==> src/qas_pkg.sv <==
package qas_pkg;

    localparam int FRAC = 16;

    localparam logic [1:0] KIND_UPDATE  = 2'd0;
    localparam logic [1:0] KIND_PREDICT = 2'd1;
    localparam logic [1:0] KIND_RESTART = 2'd2;
    localparam logic [1:0] KIND_UNUSED  = 2'd3;

    localparam logic [2:0] REG_RATE_X = 3'd0;
    localparam logic [2:0] REG_RATE_Y = 3'd1;
    localparam logic [2:0] REG_RATE_Z = 3'd2;
    localparam logic [2:0] REG_INIT_W = 3'd3;
    localparam logic [2:0] REG_INIT_X = 3'd4;
    localparam logic [2:0] REG_INIT_Y = 3'd5;
    localparam logic [2:0] REG_INIT_Z = 3'd6;
    localparam logic [2:0] REG_SPARE  = 3'd7;

    localparam logic [4:0] OP_Q0 = 5'd0;
    localparam logic [4:0] OP_Q1 = 5'd1;
    localparam logic [4:0] OP_Q2 = 5'd2;
    localparam logic [4:0] OP_Q3 = 5'd3;
    localparam logic [4:0] OP_H0 = 5'd4;
    localparam logic [4:0] OP_H1 = 5'd5;
    localparam logic [4:0] OP_H2 = 5'd6;
    localparam logic [4:0] OP_N0 = 5'd7;
    localparam logic [4:0] OP_N1 = 5'd8;
    localparam logic [4:0] OP_N2 = 5'd9;
    localparam logic [4:0] OP_N3 = 5'd10;
    localparam logic [4:0] OP_A0 = 5'd11;
    localparam logic [4:0] OP_A1 = 5'd12;
    localparam logic [4:0] OP_A2 = 5'd13;
    localparam logic [4:0] OP_A3 = 5'd14;
    localparam logic [4:0] OP_D0 = 5'd15;
    localparam logic [4:0] OP_D1 = 5'd16;
    localparam logic [4:0] OP_D2 = 5'd17;
    localparam logic [4:0] OP_D3 = 5'd18;
    localparam logic [4:0] OP_R0 = 5'd19;
    localparam logic [4:0] OP_R1 = 5'd20;
    localparam logic [4:0] OP_R2 = 5'd21;
    localparam logic [4:0] OP_DT = 5'd22;

    localparam logic [3:0] WR_NONE  = 4'd0;
    localparam logic [3:0] WR_H     = 4'd1;
    localparam logic [3:0] WR_N     = 4'd2;
    localparam logic [3:0] WR_SQRT  = 4'd3;
    localparam logic [3:0] WR_DIVN  = 4'd4;
    localparam logic [3:0] WR_A     = 4'd5;
    localparam logic [3:0] WR_ACOPY = 4'd6;
    localparam logic [3:0] WR_TIME  = 4'd7;
    localparam logic [3:0] WR_DIVE  = 4'd8;
    localparam logic [3:0] WR_EST   = 4'd9;
    localparam logic [3:0] WR_RST   = 4'd10;
    localparam logic [3:0] WR_OUT   = 4'd11;

    typedef struct packed {
        logic       load;
        logic       mac;
        logic       clr;
        logic       neg;
        logic [4:0] a_sel;
        logic [4:0] b_sel;
        logic [3:0] wr;
        logic [1:0] idx;
    } cmd_t;

    typedef struct packed {
        logic [1:0] kind;
        logic       dt_zero;
        logic       root_zero;
        logic       sqrt_done;
        logic       div_done;
        logic       out_free;
    } stat_t;

    function automatic logic signed [61:0] rnd_shr(input logic signed [61:0] v,
                                                   input int s);
        logic [61:0] mag;
        mag = v[61] ? 62'(-v) : 62'(v);
        mag = (mag + (62'(1) << (s - 1))) >> s;
        return v[61] ? -$signed(mag) : $signed(mag);
    endfunction

    function automatic logic signed [17:0] clamp_q(input logic signed [23:0] v);
        if (v > 24'sd65536)
            return 18'sd65536;
        else if (v < -24'sd65536)
            return -18'sd65536;
        else
            return v[17:0];
    endfunction

endpackage

==> src/qas_ctrl.sv <==
module qas_ctrl (
    input  logic           clk,
    input  logic           rst_n,
    input  logic           in_valid,
    output logic           in_ready,
    input  qas_pkg::stat_t stat,
    output qas_pkg::cmd_t  cmd
);

    localparam logic [5:0] S_IDLE = 6'd0;
    localparam logic [5:0] S_HX   = 6'd1;
    localparam logic [5:0] S_HY   = 6'd2;
    localparam logic [5:0] S_HZ   = 6'd3;
    localparam logic [5:0] S_N0A  = 6'd4;
    localparam logic [5:0] S_N0B  = 6'd5;
    localparam logic [5:0] S_N0C  = 6'd6;
    localparam logic [5:0] S_N1A  = 6'd7;
    localparam logic [5:0] S_N1B  = 6'd8;
    localparam logic [5:0] S_N1C  = 6'd9;
    localparam logic [5:0] S_N2A  = 6'd10;
    localparam logic [5:0] S_N2B  = 6'd11;
    localparam logic [5:0] S_N2C  = 6'd12;
    localparam logic [5:0] S_N3A  = 6'd13;
    localparam logic [5:0] S_N3B  = 6'd14;
    localparam logic [5:0] S_N3C  = 6'd15;
    localparam logic [5:0] S_SQ0  = 6'd16;
    localparam logic [5:0] S_SQ1  = 6'd17;
    localparam logic [5:0] S_SQ2  = 6'd18;
    localparam logic [5:0] S_SQ3  = 6'd19;
    localparam logic [5:0] S_SQS  = 6'd20;
    localparam logic [5:0] S_SQW  = 6'd21;
    localparam logic [5:0] S_DVS  = 6'd22;
    localparam logic [5:0] S_DVW  = 6'd23;
    localparam logic [5:0] S_ACPY = 6'd24;
    localparam logic [5:0] S_TIME = 6'd25;
    localparam logic [5:0] S_E0A  = 6'd26;
    localparam logic [5:0] S_E0B  = 6'd27;
    localparam logic [5:0] S_E0C  = 6'd28;
    localparam logic [5:0] S_E0D  = 6'd29;
    localparam logic [5:0] S_E1A  = 6'd30;
    localparam logic [5:0] S_E1B  = 6'd31;
    localparam logic [5:0] S_E1C  = 6'd32;
    localparam logic [5:0] S_E1D  = 6'd33;
    localparam logic [5:0] S_E2A  = 6'd34;
    localparam logic [5:0] S_E2B  = 6'd35;
    localparam logic [5:0] S_E2C  = 6'd36;
    localparam logic [5:0] S_E2D  = 6'd37;
    localparam logic [5:0] S_ES   = 6'd38;
    localparam logic [5:0] S_EW   = 6'd39;
    localparam logic [5:0] S_RST  = 6'd40;
    localparam logic [5:0] S_FIN  = 6'd41;

    logic [5:0] state_reg;
    logic [5:0] state_next;
    logic [1:0] cnt_reg;
    logic [1:0] cnt_next;

    always_ff @(posedge clk or negedge rst_n)
    begin
        if (!rst_n)
        begin
            state_reg <= S_IDLE;
            cnt_reg   <= '0;
        end
        else
        begin
            state_reg <= state_next;
            cnt_reg   <= cnt_next;
        end
    end

    assign in_ready = (state_reg == S_IDLE);

    always_comb
    begin
        cmd        = '0;
        state_next = state_reg;
        cnt_next   = cnt_reg;
        case (state_reg)
            S_IDLE:
            begin
                if (in_valid)
                begin
                    cmd.load = 1'b1;
                    state_next = S_HX;
                end
            end
            S_HX:
            begin
                if (stat.kind == qas_pkg::KIND_RESTART)
                    state_next = S_RST;
                else if (stat.kind == qas_pkg::KIND_UPDATE ||
                         stat.kind == qas_pkg::KIND_PREDICT)
                begin
                    cmd.mac = 1'b1; cmd.clr = 1'b1;
                    cmd.a_sel = qas_pkg::OP_R0; cmd.b_sel = qas_pkg::OP_DT;
                    state_next = S_HY;
                end
                else
                    state_next = S_FIN;
            end
            S_HY:
            begin
                cmd.mac = 1'b1; cmd.clr = 1'b1;
                cmd.a_sel = qas_pkg::OP_R1; cmd.b_sel = qas_pkg::OP_DT;
                cmd.wr = qas_pkg::WR_H; cmd.idx = 2'd0;
                state_next = S_HZ;
            end
            S_HZ:
            begin
                cmd.mac = 1'b1; cmd.clr = 1'b1;
                cmd.a_sel = qas_pkg::OP_R2; cmd.b_sel = qas_pkg::OP_DT;
                cmd.wr = qas_pkg::WR_H; cmd.idx = 2'd1;
                state_next = S_N0A;
            end
            S_N0A:
            begin
                cmd.mac = 1'b1; cmd.clr = 1'b1; cmd.neg = 1'b1;
                cmd.a_sel = qas_pkg::OP_Q1; cmd.b_sel = qas_pkg::OP_H0;
                cmd.wr = qas_pkg::WR_H; cmd.idx = 2'd2;
                state_next = S_N0B;
            end
            S_N0B:
            begin
                cmd.mac = 1'b1; cmd.neg = 1'b1;
                cmd.a_sel = qas_pkg::OP_Q2; cmd.b_sel = qas_pkg::OP_H1;
                state_next = S_N0C;
            end
            S_N0C:
            begin
                cmd.mac = 1'b1; cmd.neg = 1'b1;
                cmd.a_sel = qas_pkg::OP_Q3; cmd.b_sel = qas_pkg::OP_H2;
                state_next = S_N1A;
            end
            S_N1A:
            begin
                cmd.mac = 1'b1; cmd.clr = 1'b1;
                cmd.a_sel = qas_pkg::OP_Q0; cmd.b_sel = qas_pkg::OP_H0;
                cmd.wr = qas_pkg::WR_N; cmd.idx = 2'd0;
                state_next = S_N1B;
            end
            S_N1B:
            begin
                cmd.mac = 1'b1;
                cmd.a_sel = qas_pkg::OP_Q2; cmd.b_sel = qas_pkg::OP_H2;
                state_next = S_N1C;
            end
            S_N1C:
            begin
                cmd.mac = 1'b1; cmd.neg = 1'b1;
                cmd.a_sel = qas_pkg::OP_Q3; cmd.b_sel = qas_pkg::OP_H1;
                state_next = S_N2A;
            end
            S_N2A:
            begin
                cmd.mac = 1'b1; cmd.clr = 1'b1;
                cmd.a_sel = qas_pkg::OP_Q0; cmd.b_sel = qas_pkg::OP_H1;
                cmd.wr = qas_pkg::WR_N; cmd.idx = 2'd1;
                state_next = S_N2B;
            end
            S_N2B:
            begin
                cmd.mac = 1'b1;
                cmd.a_sel = qas_pkg::OP_Q3; cmd.b_sel = qas_pkg::OP_H0;
                state_next = S_N2C;
            end
            S_N2C:
            begin
                cmd.mac = 1'b1; cmd.neg = 1'b1;
                cmd.a_sel = qas_pkg::OP_Q1; cmd.b_sel = qas_pkg::OP_H2;
                state_next = S_N3A;
            end
            S_N3A:
            begin
                cmd.mac = 1'b1; cmd.clr = 1'b1;
                cmd.a_sel = qas_pkg::OP_Q0; cmd.b_sel = qas_pkg::OP_H2;
                cmd.wr = qas_pkg::WR_N; cmd.idx = 2'd2;
                state_next = S_N3B;
            end
            S_N3B:
            begin
                cmd.mac = 1'b1;
                cmd.a_sel = qas_pkg::OP_Q1; cmd.b_sel = qas_pkg::OP_H1;
                state_next = S_N3C;
            end
            S_N3C:
            begin
                cmd.mac = 1'b1; cmd.neg = 1'b1;
                cmd.a_sel = qas_pkg::OP_Q2; cmd.b_sel = qas_pkg::OP_H0;
                state_next = S_SQ0;
            end
            S_SQ0:
            begin
                cmd.mac = 1'b1; cmd.clr = 1'b1;
                cmd.a_sel = qas_pkg::OP_N0; cmd.b_sel = qas_pkg::OP_N0;
                cmd.wr = qas_pkg::WR_N; cmd.idx = 2'd3;
                state_next = S_SQ1;
            end
            S_SQ1:
            begin
                cmd.mac = 1'b1;
                cmd.a_sel = qas_pkg::OP_N1; cmd.b_sel = qas_pkg::OP_N1;
                state_next = S_SQ2;
            end
            S_SQ2:
            begin
                cmd.mac = 1'b1;
                cmd.a_sel = qas_pkg::OP_N2; cmd.b_sel = qas_pkg::OP_N2;
                state_next = S_SQ3;
            end
            S_SQ3:
            begin
                cmd.mac = 1'b1;
                cmd.a_sel = qas_pkg::OP_N3; cmd.b_sel = qas_pkg::OP_N3;
                state_next = S_SQS;
            end
            S_SQS:
            begin
                cmd.wr = qas_pkg::WR_SQRT;
                state_next = S_SQW;
            end
            S_SQW:
            begin
                if (stat.sqrt_done)
                begin
                    cnt_next = 2'd0;
                    state_next = stat.root_zero ? S_ACPY : S_DVS;
                end
            end
            S_DVS:
            begin
                cmd.wr = qas_pkg::WR_DIVN; cmd.idx = cnt_reg;
                state_next = S_DVW;
            end
            S_DVW:
            begin
                if (stat.div_done)
                begin
                    cmd.wr = qas_pkg::WR_A; cmd.idx = cnt_reg;
                    cnt_next = cnt_reg + 2'd1;
                    state_next = (cnt_reg == 2'd3) ? S_TIME : S_DVS;
                end
            end
            S_ACPY:
            begin
                cmd.wr = qas_pkg::WR_ACOPY;
                state_next = S_TIME;
            end
            S_TIME:
            begin
                cmd.wr = qas_pkg::WR_TIME;
                cnt_next = 2'd0;
                state_next = stat.dt_zero ? S_FIN : S_E0A;
            end
            S_E0A:
            begin
                cmd.mac = 1'b1; cmd.clr = 1'b1;
                cmd.a_sel = qas_pkg::OP_A0; cmd.b_sel = qas_pkg::OP_D1;
                state_next = S_E0B;
            end
            S_E0B:
            begin
                cmd.mac = 1'b1; cmd.neg = 1'b1;
                cmd.a_sel = qas_pkg::OP_D0; cmd.b_sel = qas_pkg::OP_A1;
                state_next = S_E0C;
            end
            S_E0C:
            begin
                cmd.mac = 1'b1; cmd.neg = 1'b1;
                cmd.a_sel = qas_pkg::OP_A2; cmd.b_sel = qas_pkg::OP_D3;
                state_next = S_E0D;
            end
            S_E0D:
            begin
                cmd.mac = 1'b1;
                cmd.a_sel = qas_pkg::OP_A3; cmd.b_sel = qas_pkg::OP_D2;
                state_next = S_ES;
            end
            S_E1A:
            begin
                cmd.mac = 1'b1; cmd.clr = 1'b1;
                cmd.a_sel = qas_pkg::OP_A0; cmd.b_sel = qas_pkg::OP_D2;
                state_next = S_E1B;
            end
            S_E1B:
            begin
                cmd.mac = 1'b1; cmd.neg = 1'b1;
                cmd.a_sel = qas_pkg::OP_D0; cmd.b_sel = qas_pkg::OP_A2;
                state_next = S_E1C;
            end
            S_E1C:
            begin
                cmd.mac = 1'b1; cmd.neg = 1'b1;
                cmd.a_sel = qas_pkg::OP_A3; cmd.b_sel = qas_pkg::OP_D1;
                state_next = S_E1D;
            end
            S_E1D:
            begin
                cmd.mac = 1'b1;
                cmd.a_sel = qas_pkg::OP_A1; cmd.b_sel = qas_pkg::OP_D3;
                state_next = S_ES;
            end
            S_E2A:
            begin
                cmd.mac = 1'b1; cmd.clr = 1'b1;
                cmd.a_sel = qas_pkg::OP_A0; cmd.b_sel = qas_pkg::OP_D3;
                state_next = S_E2B;
            end
            S_E2B:
            begin
                cmd.mac = 1'b1; cmd.neg = 1'b1;
                cmd.a_sel = qas_pkg::OP_D0; cmd.b_sel = qas_pkg::OP_A3;
                state_next = S_E2C;
            end
            S_E2C:
            begin
                cmd.mac = 1'b1; cmd.neg = 1'b1;
                cmd.a_sel = qas_pkg::OP_A1; cmd.b_sel = qas_pkg::OP_D2;
                state_next = S_E2D;
            end
            S_E2D:
            begin
                cmd.mac = 1'b1;
                cmd.a_sel = qas_pkg::OP_A2; cmd.b_sel = qas_pkg::OP_D1;
                state_next = S_ES;
            end
            S_ES:
            begin
                cmd.wr = qas_pkg::WR_DIVE; cmd.idx = cnt_reg;
                state_next = S_EW;
            end
            S_EW:
            begin
                if (stat.div_done)
                begin
                    cmd.wr = qas_pkg::WR_EST; cmd.idx = cnt_reg;
                    cnt_next = cnt_reg + 2'd1;
                    case (cnt_reg)
                        2'd0:    state_next = S_E1A;
                        2'd1:    state_next = S_E2A;
                        default: state_next = S_FIN;
                    endcase
                end
            end
            S_RST:
            begin
                cmd.wr = qas_pkg::WR_RST;
                state_next = S_FIN;
            end
            S_FIN:
            begin
                if (stat.out_free)
                begin
                    cmd.wr = qas_pkg::WR_OUT;
                    state_next = S_IDLE;
                end
            end
            default:
                state_next = S_IDLE;
        endcase
    end

endmodule

==> config.mk <==
export PLATFORM = sky130hd
export DESIGN_NAME = qas_ctrl
export DESIGN_NICKNAME = d
export VERILOG_FILES = /design/src/qas_pkg.sv /design/src/qas_ctrl.sv
export SDC_FILE = /design/constraint.sdc
export NUM_CORES = 1
export LEC_CHECK = 0
export BUFFER_PORTS_ARGS = -buffer_cell sky130_fd_sc_hd__buf_2
export CORE_MARGIN = 2
export CORE_UTILIZATION = 30
export DETAILED_ROUTE_END_ITERATION = 10
export GPL_TIMING_DRIVEN = 0
export PLACE_DENSITY = 0.46
export SYNTH_ARGS = -nofsm -noshare
export SYNTH_HDL_FRONTEND = slang
export SYNTH_SLANG_ARGS = --single-unit
==> constraint.sdc <==
create_clock -name clk -period 1.8 [get_ports clk]
set_clock_uncertainty 0.2 [all_clocks]
set_input_delay 0.18 -clock clk [delete_from_list [all_inputs] [get_ports clk]]
set_output_delay 0.18 -clock clk [all_outputs]
set_load 0.05 [all_outputs]
**Word-level counts from Yosys, hierarchy flattened**

Cells that the tools add are included.

- Flip-flop bits (word level): 8
- Input port bits: 10

- Add/sub/neg operators: 1
- Equality and inequality tests: 51
- Multiplexer cells: 30
- Reductions and logical operators: 17

Operator list:

| cell | count |
|---|---|
| 10-bit one-hot mux with 31 select lines | 1 |
| 6-bit one-hot mux with 40 select lines | 1 |
| 6-bit by 5-bit equality test with 1-bit output (second input constant) | 16 |
| 6-bit equality test (second input constant) | 10 |
| 6-bit two-way mux | 9 |
| 6-bit by 4-bit equality test with 1-bit output (second input constant) | 8 |
| 4-bit one-hot mux with 11 select lines | 1 |
| 30-bit OR reduction | 1 |
| 6-bit by 3-bit equality test with 1-bit output (second input constant) | 4 |
| 10-bit two-way mux | 2 |
| 6-bit by 2-bit equality test with 1-bit output (second input constant) | 2 |
| 4-bit two-way mux | 3 |
| 2-bit one-hot mux with 6 select lines | 1 |
| 6-bit one-hot mux with 2 select lines | 1 |
| 12-bit OR reduction | 1 |
| 2-bit inequality test (second input constant) | 5 |
| 10-bit OR reduction | 1 |
| 2-bit two-way mux | 4 |
| 2-bit OR reduction | 4 |
| 6-bit by 1-bit equality test with 1-bit output (second input constant) | 1 |
| 6-bit logical NOT | 1 |
| 2-bit one-hot mux with 3 select lines | 1 |
| 3-bit OR reduction | 2 |
| 5-bit two-way mux | 1 |
| 12 further kinds | 18 |

**Logic depth before layout (Yosys ltp)**

Gate-level depths: netlist (run 1).

- Word-level depth: 5
- Mapped depth: 8
- Depth with buffers taken out: 7

**Least setup slack after synthesis (run 1)**

OpenSTA, ideal clock, no wires.

- Kind: reg2out
- From: register state_reg[2]
- To: output cmd[6] (netlist name)
- Arrival: 2.252 ns
- Data required time: 1.420 ns
- Setup slack: -0.832 ns
- Cell stages (with the launch flop): 7
- Buffers on the path: 2
- Cells stage by stage: dfrtp_1 -> buf_6 -> buf_2 -> o21a_1 -> o221ai_1 -> o21ai_0 -> o21ai_0

RTL lines:

| element | line | RTL |
|---|---|---|
| start: declaration | qas_ctrl.sv:53 | `logic [5:0] state_reg;` |
| start signal: assignment | qas_ctrl.sv:67 | `state_reg <= state_next;` |
| end: declaration | qas_ctrl.sv:7 | `output qas_pkg::cmd_t cmd` |

==> impl_metrics.ini, run 1 <==
[status]
status = finished, violations left
violations = negative setup slack

[finish]
regArea_um2 = 205
finalNetCount = 428
n_antenna_cell = 0
fin_util = 0.631
final_cell_mix = buf_6 (49), buf_4 (45), nand2_1 (21)
stdcell_area_um2 = 4290
nFillCells = 519
largest_reg_flops = 6
drive_gt1_frac = 0.629
area_growth_pct = 103
multi_input_area_um2 = 2450
layout_commonest_cell = buf_6

[place]
dp_hpwl_um = 7630
io_buffers = 30
detailed_place.area_um2 = 2660
gp_congestion = 1.01

[synth]
ys_seq_area_frac = 0.0948
synthCells = 311
syn-cell-area_um2 = 2110
synth-edff-count = 0
synthFlopType = dfrtp_1
synth_seq_cells = 8
ys_warn_count = 0
syn_nets = 325
synth_cell_types = 72
syn_avg_cell_area_um2 = 6.79
synthArstFlopShare = 1.00

[detailed_routing]
first_pass_iters = 5
wire_per_inst_um = 24.4
drc_errors = 0
wl_um = 12400
drt-initial-drc-count = 608
vias_per_cell = 6.62
vias = 3364
drtAntennaViolNets = 0

[timing]
period_share = 1.32
min_period_ns = 2.37
rsz0062_at_grt = yes
clock.fmax_mhz = 422
slew_headroom = 0.750
drv_slew = 0
setup_viol_count_final = 29
tightest_slew_ns = 0.374
hold_violations = 0
setup_ws_ns = -0.570

[worst_setup_path]
worstPathMaxFanout = 10
crit_required_ns = 1.42
cp.arrival_ns = 1.99
r2r-start = state_reg[4]$_DFFE_PN0P_
end_kind = output port
crit_type = flip-flop to output port
crit_start = state_reg[1]$_DFFE_PN0P_
crit_path_start_kind = flip-flop

[global_route]
track_usage = 0.306
grt-ovfl-total = 0
top_usage_layer = met2
grt_pass1_wl_um = 17800
grt_pass1_vias = 3146
grt.met2_usage = 0.473
grt_max_degree = 11
grt_use_met3 = 0.0537
antenna_found_initial = 0
grt_use_met1 = 0.401

[clocking]
clock_sinks = 8
cts_buffers = 3
cts_tree = built
insertion_delay_ns = 0.23
cts-root-buf = clkbuf_8
h-tree-depth = 1
clk_pin_slew_ns = 0.04
clk_path_buf_depth = 2

[die]
die_w_um = 87.9
die_area_um2 = 7730
die_h_um = 87.9
core_um2 = 6790
ios = 31
start_util = 0.311
placementRows = 30

[run]
maxCapViolations = 0

[hold_path]
min_from = stat[1]
hold_class = input pin to flip-flop
routing by layer:
layer,share of wire,up-vias
li1,-,1387
met1,0.38,1542
met2,0.43,331
met3,0.12,104
met4,0.070,0
met5,0,-
cell type report:
| cell class | instances | share of cell area |
|---|---|---|
| timing repair buffer | 99 | 0.227 |
| buffer | 33 | 0.107 |
| inverter | 8 | 0.00876 |
| clock buffer | 3 | 0.00964 |
| tap | 96 | 0.0280 |
| multi-input combinational | 261 | 0.572 |
| sequential | 8 | 0.0479 |
stage by stage:
stage	hold WS (ns)	setup slack (ns)	TNS, ns	cells
after floorplan	-0.316	-0.534	-2.62	311
after global placement	-0.164	-0.691	-12.06	437
after detailed placement	-0.158	-0.599	-10.80	437
after CTS	0.135	-0.513	-9.10	487
after global routing	0.139	-0.595	-11.64	508
final	0.111	-0.570	-10.31	508
final timing paths:
| check | to | slack [ns] | cells past startpoint |
|---|---|---|---|
| min in group asynchronous | cnt_reg[0]$_DFFE_PN0P_ | 0.13 | 2 |
| setup / recovery | cmd[18] | -0.57 | 8 |
| max in group asynchronous | state_reg[0]$_DFFE_PN0P_ | 1.08 | 2 |
| hold / removal | state_reg[5]$_DFFE_PN0P_ | 0.11 | 2 |
| setup reg to reg | state_reg[0]$_DFFE_PN0P_ | -0.35 | 9 |
| hold reg to reg | cnt_reg[1]$_DFFE_PN0P_ | 0.38 | 1 |
cell usage after synthesis, types with 3 or more instances:
master	number	area [µm²]
nor2b_1	12	75.1
a31oi_1	7	43.8
dfrtp_1	8	200
o221ai_1	6	52.6
a32oi_1	3	26.3
ha_1	4	50.1
inv_1	6	22.5
o21a_1	3	22.5
nand2b_1	11	68.8
nor3_1	3	15.0
buf_4	3	22.5
o22ai_1	7	43.8
a22oi_1	4	30.0
nor2_1	24	90.1
buf_6	8	90.1
nor4_1	5	31.3
o21ai_1	6	30.0
nand4_1	5	31.3
o21ai_0	27	135
nand3_1	16	80.1
nand2_1	27	101
mux2i_1	4	40.0
and3_1	3	18.8
a32o_1	3	30.0
a21oi_1	26	130
and3b_1	4	35.0
buf_2	20	100
critical path: stages (launching register included):
cell and delay, ns:
dfrtp_1 0.36, buf_6 0.15, buf_12 0.16, clkinvlp_4 0.19, nor2_4 0.19, a21oi_1 0.06, o221a_2 0.23, o211ai_1 0.20
buf_4 0.23
what timing repair did:
action                     in CTS  in global routing
cloned                          4                  0
buffers inserted               42                 25
gates resized for setup       188                 75
hold buffers                    1                  0
pin swaps                      33                 33
hold endpoints to repair        8                  0
setup endpoints to repair      29                 29
logic make-up after synthesis:
kind of cell / Yosys count / share of synthesized area
flops: 8 / 0.0948
simple gates: 129 / 0.339
buf+inv: 42 / 0.121
fa+ha+maj: 5 / 0.0284
compound gates: 122 / 0.394
mux: 4 / 0.0190
xor+xnor: 1 / 0.00415
Power of run 1 is left out: the tool's default activity adds up to more than one toggle a clock period on the data nets, which glitch-free logic cannot reach.
==> run 2: changes to the inputs <==
--- a/config.mk
+++ b/config.mk
@@ -10,7 +10,7 @@
 export CORE_UTILIZATION = 30
 export DETAILED_ROUTE_END_ITERATION = 10
 export GPL_TIMING_DRIVEN = 0
-export PLACE_DENSITY = 0.46
+export PLACE_DENSITY = 0.44
 export SYNTH_ARGS = -nofsm -noshare
 export SYNTH_HDL_FRONTEND = slang
 export SYNTH_SLANG_ARGS = --single-unit
==> constraint.sdc (replaced) <==
create_clock -name clk -period 3.1 [get_ports clk]
set_clock_uncertainty 0.2 [all_clocks]
set_input_delay 0.31 -clock clk [delete_from_list [all_inputs] [get_ports clk]]
set_output_delay 0.31 -clock clk [all_outputs]
set_load 0.05 [all_outputs]
==> impl_metrics.ini, run 2 (synthesis results as in run 1) <==
[timing]
setup_viol_count_final = 0
drv_slew = 0
tightest_slew_ns = 0.615
setup-tns-final_ns = 0
min_period_ns = 2.91
slew_headroom = 0.590
hold_violations = 0
period_share = 0.940
clock.fmax_mhz = 343
rsz0062_at_grt = no

[worst_setup_path]
end_kind = output port
cp_slowest_cell = dfrtp_1
worstPathMaxFanout = 10
r2r-start = state_reg[0]$_DFFE_PN0P_
cp.arrival_ns = 2.40
crit_path_start_kind = flip-flop
crit_top_cell = buf_2
cpPeakStageDelay_ns = 0.48
crit_required_ns = 2.59
crit_type = flip-flop to output port
crit_start = state_reg[5]$_DFFE_PN0P_
rr_endpoint = state_reg[2]$_DFFE_PN0P_
reg2reg_depth = 6
crit_chain = buf_2, buf_2, buf_2, nor2_1, a21oi_1, o221ai_1, buf_2
cp-endpoint = cmd[3]
rrSetupSlack_ns = 0.84

[clocking]
h-tree-depth = 1
clk_path_buf_depth = 2
insertion_delay_ns = 0.22
clock_sinks = 8
cts_buffers = 3
cts_tree = built
cts-root-buf = clkbuf_8
clk_pin_slew_ns = 0.04

[finish]
drive_gt1_frac = 0.241
final_cell_mix = buf_2 (50), o21ai_0 (27), nand2_1 (27)
area_growth_pct = 15.2
layout_commonest_cell = buf_2
finalNetCount = 361
n_antenna_cell = 0
largest_reg_flops = 6
nFillCells = 770

[global_route]
grt_pass1_vias = 2719
grt_pass1_wl_um = 15700
grt-ovfl-total = 0
track_usage = 0.269
grt_max_degree = 11
antenna_found_initial = 0

[detailed_routing]
drtAntennaViolNets = 0
drc_errors = 0
drt-initial-drc-count = 495
first_pass_iters = 6
wl_um = 10100
wire_per_inst_um = 22.9
vias_per_cell = 6.48
vias = 2859

[die]
core_um2 = 6790
start_util = 0.311
die_area_um2 = 7730
ios = 31
placementRows = 30
die_h_um = 87.9
die_w_um = 87.9

[status]
status = finished clean

[place]
gp_congestion = 0.974
dp_hpwl_um = 7370
io_buffers = 30

[run]
maxCapViolations = 0

[hold_path]
hold_class = input pin to async pin
run 2: cell types whose count changed in the layout (fill, tap and decap cells not counted), moves of 8 or more:
cell / change
a21oi_1: +16
buf_8: -15
buf_4: -42
nor2_1: +9
buf_6: -41
nor2_4: -8
o21ai_0: +16
nor2b_1: +8
buf_2: +41
a21oi_2: -9
buf_12: -10
run 2: per-layer routing:
layer,share of wire,GRT usage,vias to the layer above
li1,-,-,1243
met1,0.41,0.374,1319
met2,0.43,0.413,250
met3,0.12,0.0547,47
met4,0.034,0.0937,0
met5,0,0,-
run 2: repair_timing:
item | 4_1_cts | 5_1_grt
buffers inserted | 0 | 0
hold endpoints to repair | 8 | 0
gates resized for setup | 0 | 0
hold buffers | 1 | 0
run 2: area by class of cell:
type,instances,area (µm²),share of cell area
Sequential cell,8,200,0.0823
Timing Repair Buffer,31,160,0.0658
Clock buffer,3,41.3,0.0170
Tap cell,96,120,0.0494
Multi-Input combinational cell,261,1660,0.681
Inverter,8,30.0,0.0123
Buffer,34,225,0.0925
run 2: metrics by stage:
step	std cells	utilization	cell area (µm²)	setup slack [ns]	hold WS (ns)
finish	441	0.358	2430	0.186	0.261
global route	441	0.358	2430	0.151	0.277
CTS	441	0.358	2430	0.268	0.260
detailed placement	437	0.351	2380	0.519	-0.0330
global placement	437	0.351	2380	0.483	-0.0323
floorplan	311	-	2110	0.338	-0.186
run 2: worst max-delay path, delay by kind of cell, from the launching register on:
kind | cells | cell delay, ns
buffers and inverters | 4 | 1.13
AOI/OAI and AO/OA | 2 | 0.49
DFF | 1 | 0.48
and+or+nand+nor | 1 | 0.06
run 2: worst min path at each step:
stage	endpoint	cells after the start
after global routing	cnt_reg[1]$_DFFE_PN0P_	2
after floorplan	cnt_reg[0]$_DFFE_PN0P_	0
after detailed placement	cnt_reg[0]$_DFFE_PN0P_	1
final	cnt_reg[0]$_DFFE_PN0P_	2
after CTS	cnt_reg[0]$_DFFE_PN0P_	2
after global placement	cnt_reg[1]$_DFFE_PN0P_	1
Power of run 2 is left out for the same reason.
